**config.mk**
```make
export PLATFORM = sky130hd
export DESIGN_NAME = sha1_hash_engine_top
export DESIGN_NICKNAME = d
export VERILOG_FILES = /design/src/rtl/sha1_pkg.sv /design/src/rtl/sha1_hash_engine_top.sv
export SDC_FILE = /design/constraint.sdc
export NUM_CORES = 2
export LEC_CHECK = 0
export ABC_AREA = 1
export BUFFER_PORTS_ARGS = -buffer_cell sky130_fd_sc_hd__buf_2
export CAP_MARGIN = 30
export CORE_MARGIN = 8
export CORE_UTILIZATION = 55
export CTS_BUF_LIST = sky130_fd_sc_hd__clkbuf_4
export CTS_CLUSTER_DIAMETER = 60
export DETAILED_ROUTE_END_ITERATION = 16
export GPL_TIMING_DRIVEN = 0
export PLACE_DENSITY = 0.82
export SLEW_MARGIN = 25
export SYNTH_ARGS = -nofsm -noshare
export SYNTH_HDL_FRONTEND = slang
export SYNTH_SLANG_ARGS = --single-unit
```
**constraint.sdc**
```tcl
create_clock -name clk -period 13.7 [get_ports clk]
set_input_delay 0.685 -clock clk [delete_from_list [all_inputs] [get_ports clk]]
set_output_delay 0.685 -clock clk [all_outputs]
set_load 0.005 [all_outputs]
```
**src/rtl/sha1_pkg.sv**
```systemverilog
// ---------------------------------------------------------------------------
// sha1_pkg
// Shared constants and helpers for the SHA-1 hash engine.
// ---------------------------------------------------------------------------
`timescale 1ns / 1ps

package sha1_pkg;

	localparam int unsigned CHAIN_WORDS = 5;
	localparam int unsigned BLOCK_WORDS = 16;
	localparam int unsigned ROUNDS      = 80;

	typedef logic [31:0] word_t;

	localparam logic ACT_ABSORB = 1'b0;
	localparam logic ACT_FINISH = 1'b1;

	localparam word_t INIT_H0 = 32'h67452301;
	localparam word_t INIT_H1 = 32'hefcdab89;
	localparam word_t INIT_H2 = 32'h98badcfe;
	localparam word_t INIT_H3 = 32'h10325476;
	localparam word_t INIT_H4 = 32'hc3d2e1f0;

	localparam word_t K_R0 = 32'h5a827999;
	localparam word_t K_R1 = 32'h6ed9eba1;
	localparam word_t K_R2 = 32'h8f1bbcdc;
	localparam word_t K_R3 = 32'hca62c1d6;

	localparam logic [7:0] PAD_BYTE = 8'h80;

	function automatic word_t init_chain(input logic [2:0] idx);
		word_t v;
		begin
			unique case (idx)
				3'd0: v = INIT_H0;
				3'd1: v = INIT_H1;
				3'd2: v = INIT_H2;
				3'd3: v = INIT_H3;
				default: v = INIT_H4;
			endcase
			return v;
		end
	endfunction

endpackage

```
**src/rtl/sha1_hash_engine_top.sv**
```systemverilog
// ---------------------------------------------------------------------------
// sha1_hash_engine_top
// SHA-1 digest engine: byte-wide message input, five-word digest output.
// ---------------------------------------------------------------------------
// Request channel msg_*: action (absorb / finish) and data_byte, accepted
// when msg_valid is high and msg_stall is low.
// Result channel dig_*: digest_word, word_index, last_word, taken when
// dig_valid is high and dig_stall is low.
// The 64th byte of a block starts the compression: a read-setup step, 80
// rounds (one round per cycle) and a fold step; msg_stall is high until
// the fold is done.
// The 16-word block buffer is a synchronous RAM with byte enables (one
// write and one read port); the round loop reads it for rounds 0..15 and
// then runs on a 16-word schedule window.
// Finish pads in place: it writes the pad byte, zeroes later words up to
// the length words, writes the two length words, then compresses; when
// the length does not fit, one more block (zero sweep plus compression)
// comes first.
// The five digest words then appear one per cycle while dig_stall is low;
// a stalled word holds. msg_stall stays high from finish to the last word.
// Reset loads the initial chain value and clears the bit count; the RAM
// content is not cleared and never needs to be.
// ---------------------------------------------------------------------------
`timescale 1ns / 1ps

module sha1_hash_engine_top (
	input  logic        clk,
	input  logic        arst_n,
	input  logic        msg_valid,
	output logic        msg_stall,
	input  logic        action,
	input  logic [7:0]  data_byte,
	output logic        dig_valid,
	input  logic        dig_stall,
	output logic [31:0] digest_word,
	output logic [2:0]  word_index,
	output logic        last_word
);

	typedef enum logic [2:0] {
		S_IDLE,
		S_ZERO,
		S_LEN,
		S_PREP,
		S_ROUND,
		S_FOLD,
		S_OUT
	} state_t;

	state_t state_q;

	sha1_pkg::word_t chain_q [sha1_pkg::CHAIN_WORDS];
	logic [63:0]     bits_q;
	logic [6:0]      rnd_q;
	logic [4:0]      ptr_q;
	logic            fin_q;
	logic            two_blk_q;
	logic [2:0]      idx_q;

	sha1_pkg::word_t a_q, b_q, c_q, d_q, e_q;
	sha1_pkg::word_t w_q [sha1_pkg::BLOCK_WORDS];
	sha1_pkg::word_t rd_q;

	sha1_pkg::word_t mem [sha1_pkg::BLOCK_WORDS];

	logic            mem_we;
	logic [3:0]      mem_waddr;
	logic [3:0]      mem_be;
	sha1_pkg::word_t mem_wdata;
	logic [3:0]      mem_raddr;

	logic       msg_fire;
	logic       dig_fire;
	logic [5:0] pos;
	logic [1:0] lane;
	logic [4:0] zero_limit;

	sha1_pkg::word_t w_cur, w_mix, f_val, k_val, t_val;

	assign msg_fire   = msg_valid && !msg_stall;
	assign dig_fire   = dig_valid && !dig_stall;
	assign pos        = bits_q[8:3];
	assign lane       = pos[1:0];
	assign zero_limit = two_blk_q ? 5'd16 : 5'd14;

	assign msg_stall   = (state_q != S_IDLE);
	assign dig_valid   = (state_q == S_OUT);
	assign digest_word = chain_q[idx_q];
	assign word_index  = idx_q;
	assign last_word   = (idx_q == 3'd4);

	// buffer write port
	always_comb begin
		mem_we    = 1'b0;
		mem_waddr = pos[5:2];
		mem_be    = 4'hf;
		mem_wdata = '0;
		unique case (state_q)
			S_IDLE: begin
				mem_we = msg_fire;
				if (action == sha1_pkg::ACT_ABSORB) begin
					mem_be    = (lane == 2'd0) ? 4'hf : (4'b1000 >> lane);
					mem_wdata = {data_byte, 24'h0} >> {lane, 3'b000};
				end else begin
					mem_be    = 4'hf >> lane;
					mem_wdata = {sha1_pkg::PAD_BYTE, 24'h0} >> {lane, 3'b000};
				end
			end
			S_ZERO: begin
				mem_we    = (ptr_q < zero_limit);
				mem_waddr = ptr_q[3:0];
			end
			S_LEN: begin
				mem_we    = 1'b1;
				mem_waddr = ptr_q[3:0];
				mem_wdata = ptr_q[0] ? bits_q[31:0] : bits_q[63:32];
			end
			default: begin
				mem_we = 1'b0;
			end
		endcase
	end

	assign mem_raddr = (state_q == S_ROUND) ? (rnd_q[3:0] + 4'd1) : 4'd0;

	always_ff @(posedge clk) begin
		if (mem_we) begin
			for (int l = 0; l < 4; l++) begin
				if (mem_be[l]) begin
					mem[mem_waddr][8*l +: 8] <= mem_wdata[8*l +: 8];
				end
			end
		end
	end

	always_ff @(posedge clk) begin
		rd_q <= mem[mem_raddr];
	end

	// round function
	always_comb begin
		w_mix = w_q[13] ^ w_q[8] ^ w_q[2] ^ w_q[0];
		w_cur = (rnd_q < 7'd16) ? rd_q : {w_mix[30:0], w_mix[31]};
		if (rnd_q < 7'd20) begin
			f_val = (b_q & c_q) | (~b_q & d_q);
			k_val = sha1_pkg::K_R0;
		end else if (rnd_q < 7'd40) begin
			f_val = b_q ^ c_q ^ d_q;
			k_val = sha1_pkg::K_R1;
		end else if (rnd_q < 7'd60) begin
			f_val = (b_q & c_q) | (b_q & d_q) | (c_q & d_q);
			k_val = sha1_pkg::K_R2;
		end else begin
			f_val = b_q ^ c_q ^ d_q;
			k_val = sha1_pkg::K_R3;
		end
		t_val = {a_q[26:0], a_q[31:27]} + f_val + e_q + w_cur + k_val;
	end

	always_ff @(posedge clk) begin
		if (state_q == S_PREP) begin
			a_q <= chain_q[0];
			b_q <= chain_q[1];
			c_q <= chain_q[2];
			d_q <= chain_q[3];
			e_q <= chain_q[4];
		end else if (state_q == S_ROUND) begin
			a_q <= t_val;
			b_q <= a_q;
			c_q <= {b_q[1:0], b_q[31:2]};
			d_q <= c_q;
			e_q <= d_q;
			for (int j = 0; j < sha1_pkg::BLOCK_WORDS - 1; j++) begin
				w_q[j] <= w_q[j+1];
			end
			w_q[sha1_pkg::BLOCK_WORDS-1] <= w_cur;
		end
	end

	always_ff @(posedge clk or negedge arst_n) begin
		if (!arst_n) begin
			state_q   <= S_IDLE;
			bits_q    <= '0;
			rnd_q     <= '0;
			ptr_q     <= '0;
			fin_q     <= 1'b0;
			two_blk_q <= 1'b0;
			idx_q     <= '0;
			for (int i = 0; i < sha1_pkg::CHAIN_WORDS; i++) begin
				chain_q[i] <= sha1_pkg::init_chain(3'(i));
			end
		end else begin
			unique case (state_q)
				S_IDLE: begin
					if (msg_fire) begin
						if (action == sha1_pkg::ACT_ABSORB) begin
							bits_q <= bits_q + 64'd8;
							fin_q  <= 1'b0;
							if (pos == 6'd63) begin
								state_q <= S_PREP;
							end
						end else begin
							fin_q     <= 1'b1;
							two_blk_q <= (pos[5:3] == 3'b111);
							ptr_q     <= {1'b0, pos[5:2]} + 5'd1;
							state_q   <= S_ZERO;
						end
					end
				end
				S_ZERO: begin
					if (ptr_q < zero_limit) begin
						ptr_q <= ptr_q + 5'd1;
					end else if (two_blk_q) begin
						state_q <= S_PREP;
					end else begin
						state_q <= S_LEN;
					end
				end
				S_LEN: begin
					ptr_q <= ptr_q + 5'd1;
					if (ptr_q[0]) begin
						state_q <= S_PREP;
					end
				end
				S_PREP: begin
					rnd_q   <= '0;
					state_q <= S_ROUND;
				end
				S_ROUND: begin
					rnd_q <= rnd_q + 7'd1;
					if (rnd_q == 7'(sha1_pkg::ROUNDS - 1)) begin
						state_q <= S_FOLD;
					end
				end
				S_FOLD: begin
					chain_q[0] <= chain_q[0] + a_q;
					chain_q[1] <= chain_q[1] + b_q;
					chain_q[2] <= chain_q[2] + c_q;
					chain_q[3] <= chain_q[3] + d_q;
					chain_q[4] <= chain_q[4] + e_q;
					if (!fin_q) begin
						state_q <= S_IDLE;
					end else if (two_blk_q) begin
						two_blk_q <= 1'b0;
						ptr_q     <= '0;
						state_q   <= S_ZERO;
					end else begin
						idx_q   <= '0;
						state_q <= S_OUT;
					end
				end
				S_OUT: begin
					if (dig_fire) begin
						if (idx_q == 3'd4) begin
							idx_q   <= '0;
							bits_q  <= '0;
							fin_q   <= 1'b0;
							state_q <= S_IDLE;
							for (int i = 0; i < sha1_pkg::CHAIN_WORDS; i++) begin
								chain_q[i] <= sha1_pkg::init_chain(3'(i));
							end
						end else begin
							idx_q <= idx_q + 3'd1;
						end
					end
				end
				default: begin
					state_q <= S_IDLE;
				end
			endcase
		end
	end

	a_no_overlap: assert property (@(posedge clk) disable iff (!arst_n)
		dig_valid |-> msg_stall)
		else $error("request accepted while digest pending");

	a_round_range: assert property (@(posedge clk) disable iff (!arst_n)
		(state_q == S_ROUND) |-> (rnd_q < 7'd80))
		else $error("round counter out of range");

	a_index_range: assert property (@(posedge clk) disable iff (!arst_n)
		dig_valid |-> (word_index <= 3'd4))
		else $error("digest word index out of range");

	a_last_ends: assert property (@(posedge clk) disable iff (!arst_n)
		(dig_fire && last_word) |=> (!dig_valid && bits_q == 64'd0))
		else $error("digest sequence did not end after last word");

endmodule
```
=== Word-level counts from Yosys, hierarchy flattened ===
Memories as Yosys holds them, arrays and structs flattened. A register that Yosys moved wholly into a read port is not among the register bits.
Cells that the tools add are included.

* Bits of input ports: 13
* Memories: 2
* Bits in registers: 404
* Output and inout bits: 38
* RAM bits: 1024

{| class="wikitable"
|+ Memory list
! name !! depth !! width !! rd ports !! clocked after memory_dff !! write ports !! RTL line !! text
|-
| mem || 16 || 32 || 1 || 1 || 1 || sha1_hash_engine_top.sv:64 || <nowiki>sha1_pkg::word_t mem [sha1_pkg::BLOCK_WORDS];</nowiki>
|-
| w_q || 16 || 32 || 16 || 0 || 16 || sha1_hash_engine_top.sv:61 || <nowiki>sha1_pkg::word_t w_q [sha1_pkg::BLOCK_WORDS];</nowiki>
|}

* Bitwise gates (word level): 14
* $lt $le $gt $ge: 6
* Shifts and indexed selects: 4
* Equality and inequality tests: 23
* Muxes and demuxes: 86
* Reduce and logical (&&, ||, !) cells: 20
* Add/sub/neg operators: 15

{| class="wikitable"
|+ Operators by type and width
! kind !! count
|-
| two-way mux 32 bit || 20
|-
| two-way mux 160 bit || 2
|-
| case mux 160 bit (2 select lines) || 1
|-
| adder 32 bit || 9
|-
| two-way mux 64 bit || 4
|-
| XOR 32 bit || 5
|-
| bitwise AND 32 bit || 4
|-
| case mux 64 bit (2 select lines) || 1
|-
| binary-select mux 32 bit (select 3 bit) || 1
|-
| OR 32 bit || 3
|-
| adder 64 x 4 -> 64 bit (second input constant) || 1
|-
| case mux 32 bit (2 select lines) || 1
|-
| two-way mux 3 bit || 14
|-
| NOT 32 bit || 1
|-
| >> shifter 32 x 5 -> 32 bit || 1
|-
| >> shifter 32 x 5 -> 32 bit (first input constant) || 1
|-
| two-way mux 31 bit || 1
|-
| two-way mux 5 bit || 6
|-
| two-way mux 1 bit || 23
|-
| case mux 3 bit (7 select lines) || 1
|-
| two-way mux 4 bit || 5
|-
| case mux 5 bit (4 select lines) || 1
|-
| != test 2 bit (second input constant) || 9
|-
| equality test 3 bit (second input constant) || 5
|-
| 34 further kinds || 48
|}

=== Logic depth before layout (Yosys ltp) ===
* Depth after elaboration: 12
* Gate-level depth with buffers: 26

=== Worst setup path before layout ===
OpenSTA, ideal clock, no wires.

* Path kind: register to register
* From: reg state_q[0]
* To: reg rd_q[23] (read register of mem)
* Setup slack: 320 ps
* Library setup time: 117 ps
* Stages on the path, launching flop included: 9
* Data required time: 13583 ps
* Arrival time: 13263 ps
* Cell sequence: dfrtp_1 -> inv_1 -> nand3_2 -> inv_1 -> nand3_1 -> inv_1 -> clkbuf_1 -> a31oi_1 -> a22o_1

* Word-level cells in the longest chain between the ends: 2

{| class="wikitable"
|+ Ends and longest elaborated chain
! what !! RTL line !! text
|-
| start: declaration || sha1_hash_engine_top.sv:50 || <nowiki>state_t state_q;</nowiki>
|-
| start signal: assignment || sha1_hash_engine_top.sv:182 || <nowiki>state_q <= S_IDLE;</nowiki>
|-
| start signal: assignment || sha1_hash_engine_top.sv:200 || <nowiki>state_q <= S_PREP;</nowiki>
|-
| start signal: assignment || sha1_hash_engine_top.sv:206 || <nowiki>state_q <= S_ZERO;</nowiki>
|-
| equality test 3 bit || sha1_hash_engine_top.sv:124 || <nowiki>assign mem_raddr = (state_q == S_ROUND) ? (rnd_q[3:0] + 4'd1) : 4'd0;</nowiki>
|-
| two-way mux 4 bit || sha1_hash_engine_top.sv:124 ||
|-
| end: declaration || sha1_hash_engine_top.sv:62 || <nowiki>sha1_pkg::word_t rd_q;</nowiki>
|}

Every way passes these cells.
A chain may end at the register's enable or synchronous reset.

=== Final worst setup path ===
* From: reg rnd_q[4]
* To: reg a_q[31] (data pin)

* Word-level cells in the longest chain between the ends: 10
* Elaborated cells between the ends (all ways): 17
* Classes of those cells: add/sub (4); order compare (4); mux (9)

{| class="wikitable"
|+ Ends and longest elaborated chain
! what !! RTL line !! text
|-
| start: declaration || sha1_hash_engine_top.sv:54 || <nowiki>logic [6:0] rnd_q;</nowiki>
|-
| start signal: assignment || sha1_hash_engine_top.sv:230 || <nowiki>rnd_q <= rnd_q + 7'd1;</nowiki>
|-
| < comparator 7 x 6 -> 1 bit || sha1_hash_engine_top.sv:150 || <nowiki>end else if (rnd_q < 7'd60) begin</nowiki>
|-
| two-way mux 32 bit || sha1_hash_engine_top.sv:150 ||
|-
| two-way mux 32 bit || sha1_hash_engine_top.sv:147 || <nowiki>end else if (rnd_q < 7'd40) begin</nowiki>
|-
| two-way mux 32 bit || sha1_hash_engine_top.sv:144 || <nowiki>if (rnd_q < 7'd20) begin</nowiki>
|-
| adder 32 bit (3 in series) || sha1_hash_engine_top.sv:157 || <nowiki>t_val = {a_q[26:0], a_q[31:27]} + f_val + e_q + w_cur + k_val;</nowiki>
|-
| adder 32 bit * || sha1_hash_engine_top.sv:157 ||
|-
| two-way mux 32 bit * || sha1_hash_engine_top.sv:167 || <nowiki>end else if (state_q == S_ROUND) begin</nowiki>
|-
| two-way mux 32 bit * || sha1_hash_engine_top.sv:161 || <nowiki>if (state_q == S_PREP) begin</nowiki>
|-
| end signal: assignment || sha1_hash_engine_top.sv:162 || <nowiki>a_q <= chain_q[0];</nowiki>
|-
| end signal: assignment || sha1_hash_engine_top.sv:168 || <nowiki>a_q <= t_val;</nowiki>
|-
| end: declaration || sha1_hash_engine_top.sv:60 || <nowiki>sha1_pkg::word_t a_q, b_q, c_q, d_q, e_q;</nowiki>
|}

Every way passes the cells marked *; elsewhere a longest branch is shown, timed or not. The select of a mux whose other input is x is not followed.

==> run summary <==
The flow ran to the end, and the final reports show no timing, DRC or antenna violations. The count of cells in the finished layout, fillers not included, comes to 9,910. Placement row count: 134. Unique cell type count in the Yosys netlist: 56. Initial core utilization: 0.552. The max-slew violation total from the final report was 0. The fraction of registers with async set or reset after synthesis is 0.165, and the max-cap check violation count is 0. The min-delay analysis places its worst path in the category primary input to register. TritonCTS built the clock tree. The share of the cycle needed by the critical path after routing is 0.562.

After clock tree synthesis, the clock-pin slew on the worst setup and hold paths is 90 ps. Chip width: 381 um. The worst setup path is launched from a register. The maximum number of pins on one net before global-route repair was 113. For the clock sink count, the log shows 1,457.

Number of instances in the placed design: 9,177. Setup repair after global routing left no endpoint under its margin. In this run, synthesis produced a sequential element count of 1,457. After clock tree synthesis, the repair step resized 0 gates. Number of detailed-routing iterations run before antenna repair: 9. Subtracting the final worst setup slack from the clock period gives 7700 ps.

In this run, synthesis inferred 1,184 flip-flops with an integrated enable. The floorplan die height is 381 um, and the total die area is 145,000 sq um. The tools report the endpoint kind of the worst setup timing path as a register. The worst-case register-to-register setup slack was 6000 ps; the post-synthesis to final-layout area growth was 11.8%. After detailed routing, the number of vias per cell comes to 6.21. The multiplexer share of the synthesized area was 0. For the signal arrival time at the worst endpoint, the log shows 8790 ps.

Area share of fa/ha/maj cells after synthesis: 0.0697. The simple-gate area share of the yosys netlist was 0.153; the critical path data required time was 14,790 ps. The clock arrives with 125 ps of skew. Share of the synthesized area in compound gates (AO/OA/AOI/OAI): 0.124. The xor/xnor share of the synthesized area is 0.0191. In this design, the stage delay of the slowest critical-path cell is 870 ps. After global routing the overflow that remains totals 0.

The normalized max-slew margin came out at 0.235. The fraction of layout cells with a size suffix above 1 came out at 0.121. The count of buffers added on input and output ports is 50. The I/O pin count is 51.

In the final routing, the length of wire on met1 measures 108,000 um. On the critical path the largest part of the delay comes from simple AND/OR/NAND/NOR gates. The filler cells instantiated in the layout total 10,800. For the final-report hold violation count, the log shows 0. At the pin with the least slew margin, the transition time is 1140 ps. The later pin in the worst-skew pair is clocked with a latency of 1340 ps.

Detailed routing placed a total of 42,300 um of wire on met3. DRC violation count after routing: 0. The signal on the critical path passes through clkbuf_1 > nand2_1 > nand2_1 > nand3_1 > nand2_1 > clkinv_1 > a221oi_1 > fa_1 > fa_1 > inv_1 > ha_1 > inv_1 > fa_1 > nand3b_1 > nand2_1 > a21boi_0 > o21ai_0 > nand2_1 > nand2_1 > nand3_1 > nand3_1 > nand2_1. The most used flip-flop cell after synthesis is edfxtp_1. The cell sitting at the root of the clock tree is a clkbuf_4. For this block, the via count after detailed routing is 61,500.

The highest metal layer with signal wires was met5. Leaving out fill and tap cells, the most frequent cell in the layout is edfxtp_1. Area of the core region: 133,000 sq um. Setup violations remaining at the end of the flow were counted as 0. The run gives 5 as the H-tree depth. For the total routing usage reported by global routing, the log shows 0.384. For the maximum number of buffers from clock root to sink, the log shows 4. The cell area that synthesis handed to floorplanning was 73,300 sq um.

Counting the buffers created by CTS gives 388. Adding up every negative setup slack in the final design gives 0 ps. After synthesis, the mean cell area works out to 10.0 sq um. The slowest cell on the critical path was a221oi_1. Counting both buffers and inverters, the worst setup path holds a total of 4. Among the stages of the critical path, the cell type that occurs most often is nand2_1. Post-detailed-route count of antenna-violating nets: 0. After synthesis, the largest family of logic cells by area is simple AND/OR/NAND/NOR gates. The run gives 61.5 ps as the final-layout worst hold slack. Via count of the first global-routing pass: 58,600.

The library cells used most frequently in the layout, excluding fill and tap cells, are edfxtp_1, nand2_1, inv_1. Critical setup path kind: register to register. Wires add up to 289,000 um. The critical-path maximum fanout was 10.

The run gives 0.578 as the post-synthesis sequential area ratio. Buffers added to address setup during post-CTS repair amount to 0. In the final routed layout, each cell accounts on average for 29.2 um.

After the last flow step, the layout net total stands at 8,167. The net count after synthesis came out at 7,653. The starting DRC count in detailed routing was 9,396; the detailed-placement wirelength estimate was 219,000 um. The met2 layer wire length in the routed design came out at 122,000 um. The logs give 24 for the number of antenna violations at the first check in global routing and 0 for the total number of yosys warnings.

Static timing analysis puts the maximum clock frequency at 130 MHz. The first global-routing pass estimated 404,000 um of wire. Routability-driven placement finished with a final weighted congestion of 1.11.

After technology mapping, the gate count stands at 7,307.
## final timing paths
check | startpoint | endpoint | depth (start not counted)
min in group asynchronous | arst_n | chain_q[103] | 3
worst max register to register | rnd_q[4] | a_q[31] | 22
max in group asynchronous | arst_n | bits_q[51] | 5
worst max-delay path | rnd_q[4] | a_q[31] | 22
worst min-delay path | data_byte[4] | mem[7][12] | 6
worst min register to register | w_q[1][52] | w_q[1][20] | 0
## metal layers
metal	vias up	GRT usage
met1	29400	0.505
met3	967	0.143
li1	26500	-
met5	-	0
met2	4673	0.559
met4	14	0.195
## stage by stage
| stage | setup slack, ps | instance area, sq um | utilization |
|---|---|---|---|
| 2_1_floorplan | 320 | 73300 | - |
| 3_3_place_gp | -5610 | 75700 | 0.570 |
| 3_5_place_dp | 6580 | 76800 | 0.578 |
| 4_1_cts | 6490 | 81800 | 0.616 |
| 5_1_grt | 5880 | 81900 | 0.617 |
| 6_report | 6000 | 81900 | 0.617 |
## cell usage after synthesis, types with 38 or more instances
| cell type | n | area [sq um] |
|---|---|---|
| xor2_1 | 68 | 596 |
| o21bai_1 | 123 | 923 |
| inv_1 | 843 | 3160 |
| nand2_1 | 1168 | 4380 |
| or2_2 | 66 | 413 |
| ha_1 | 208 | 2600 |
| fa_1 | 125 | 2500 |
| a21oi_1 | 333 | 1670 |
| o22ai_1 | 87 | 544 |
| o211ai_1 | 69 | 518 |
| nand4_1 | 87 | 544 |
| o21ai_0 | 792 | 3960 |
| nor2_1 | 742 | 2790 |
| a31oi_1 | 42 | 263 |
| edfxtp_1 | 1184 | 35600 |
| nand3_1 | 479 | 2400 |
| dfrtp_1 | 161 | 4030 |
| dfstp_2 | 80 | 2100 |
| clkbuf_1 | 191 | 717 |
| buf_2 | 38 | 190 |
| nor3_1 | 72 | 360 |
| xnor2_1 | 92 | 806 |
## registers in the layout, indices dropped and copies added (netlist names)
name / flops
mem: 512
w_q: 512
chain_q: 160
bits_q: 61
a_q: 32
b_q: 32
c_q: 32
d_q: 32
e_q: 32
rd_q: 32
rnd_q: 7
ptr_q: 5
state_q: 3
word_index: 3
fin_q: 1
two_blk_q: 1
## layout make-up
class / instances / area (sq um) / share of cell area
inverters: 856 / 3220 / 0.0393
multi-input cells: 4747 / 27000 / 0.329
clock inverters: 134 / 701 / 0.00855
flip-flops and latches: 1457 / 42300 / 0.517
well taps: 1768 / 2210 / 0.0270
clock buffers: 562 / 4220 / 0.0515
repair buffers: 124 / 1240 / 0.0151
diodes: 15 / 37.5 / 0.000458
plain buffers: 247 / 1010 / 0.0123
## cells by family after synthesis
group           count (synthesis)
compound gates               1597
xor+xnor                      160
fa+ha+maj                     333
simple gates                 2657
buf+inv                      1103
flops                        1457
## worst register-to-register path, delay by kind of cell, from the launching register on
family	cells	cell delay (ps)
adder cells (fa/ha/maj)	4	1620
flip-flops	1	320
AO/OA/AOI/OAI	3	1870
AND/OR/NAND/NOR	11	2670
buffers and inverters	4	970
## what timing repair did
action | 4_1_cts | 5_1_grt
hold buffers | 11 | 0
endpoints found under the hold margin | 99 | 0
setup endpoints to repair | 0 | 0
Power is not shown: default switching activity piles up to over one toggle a cycle in this logic, so the estimate is an artifact.
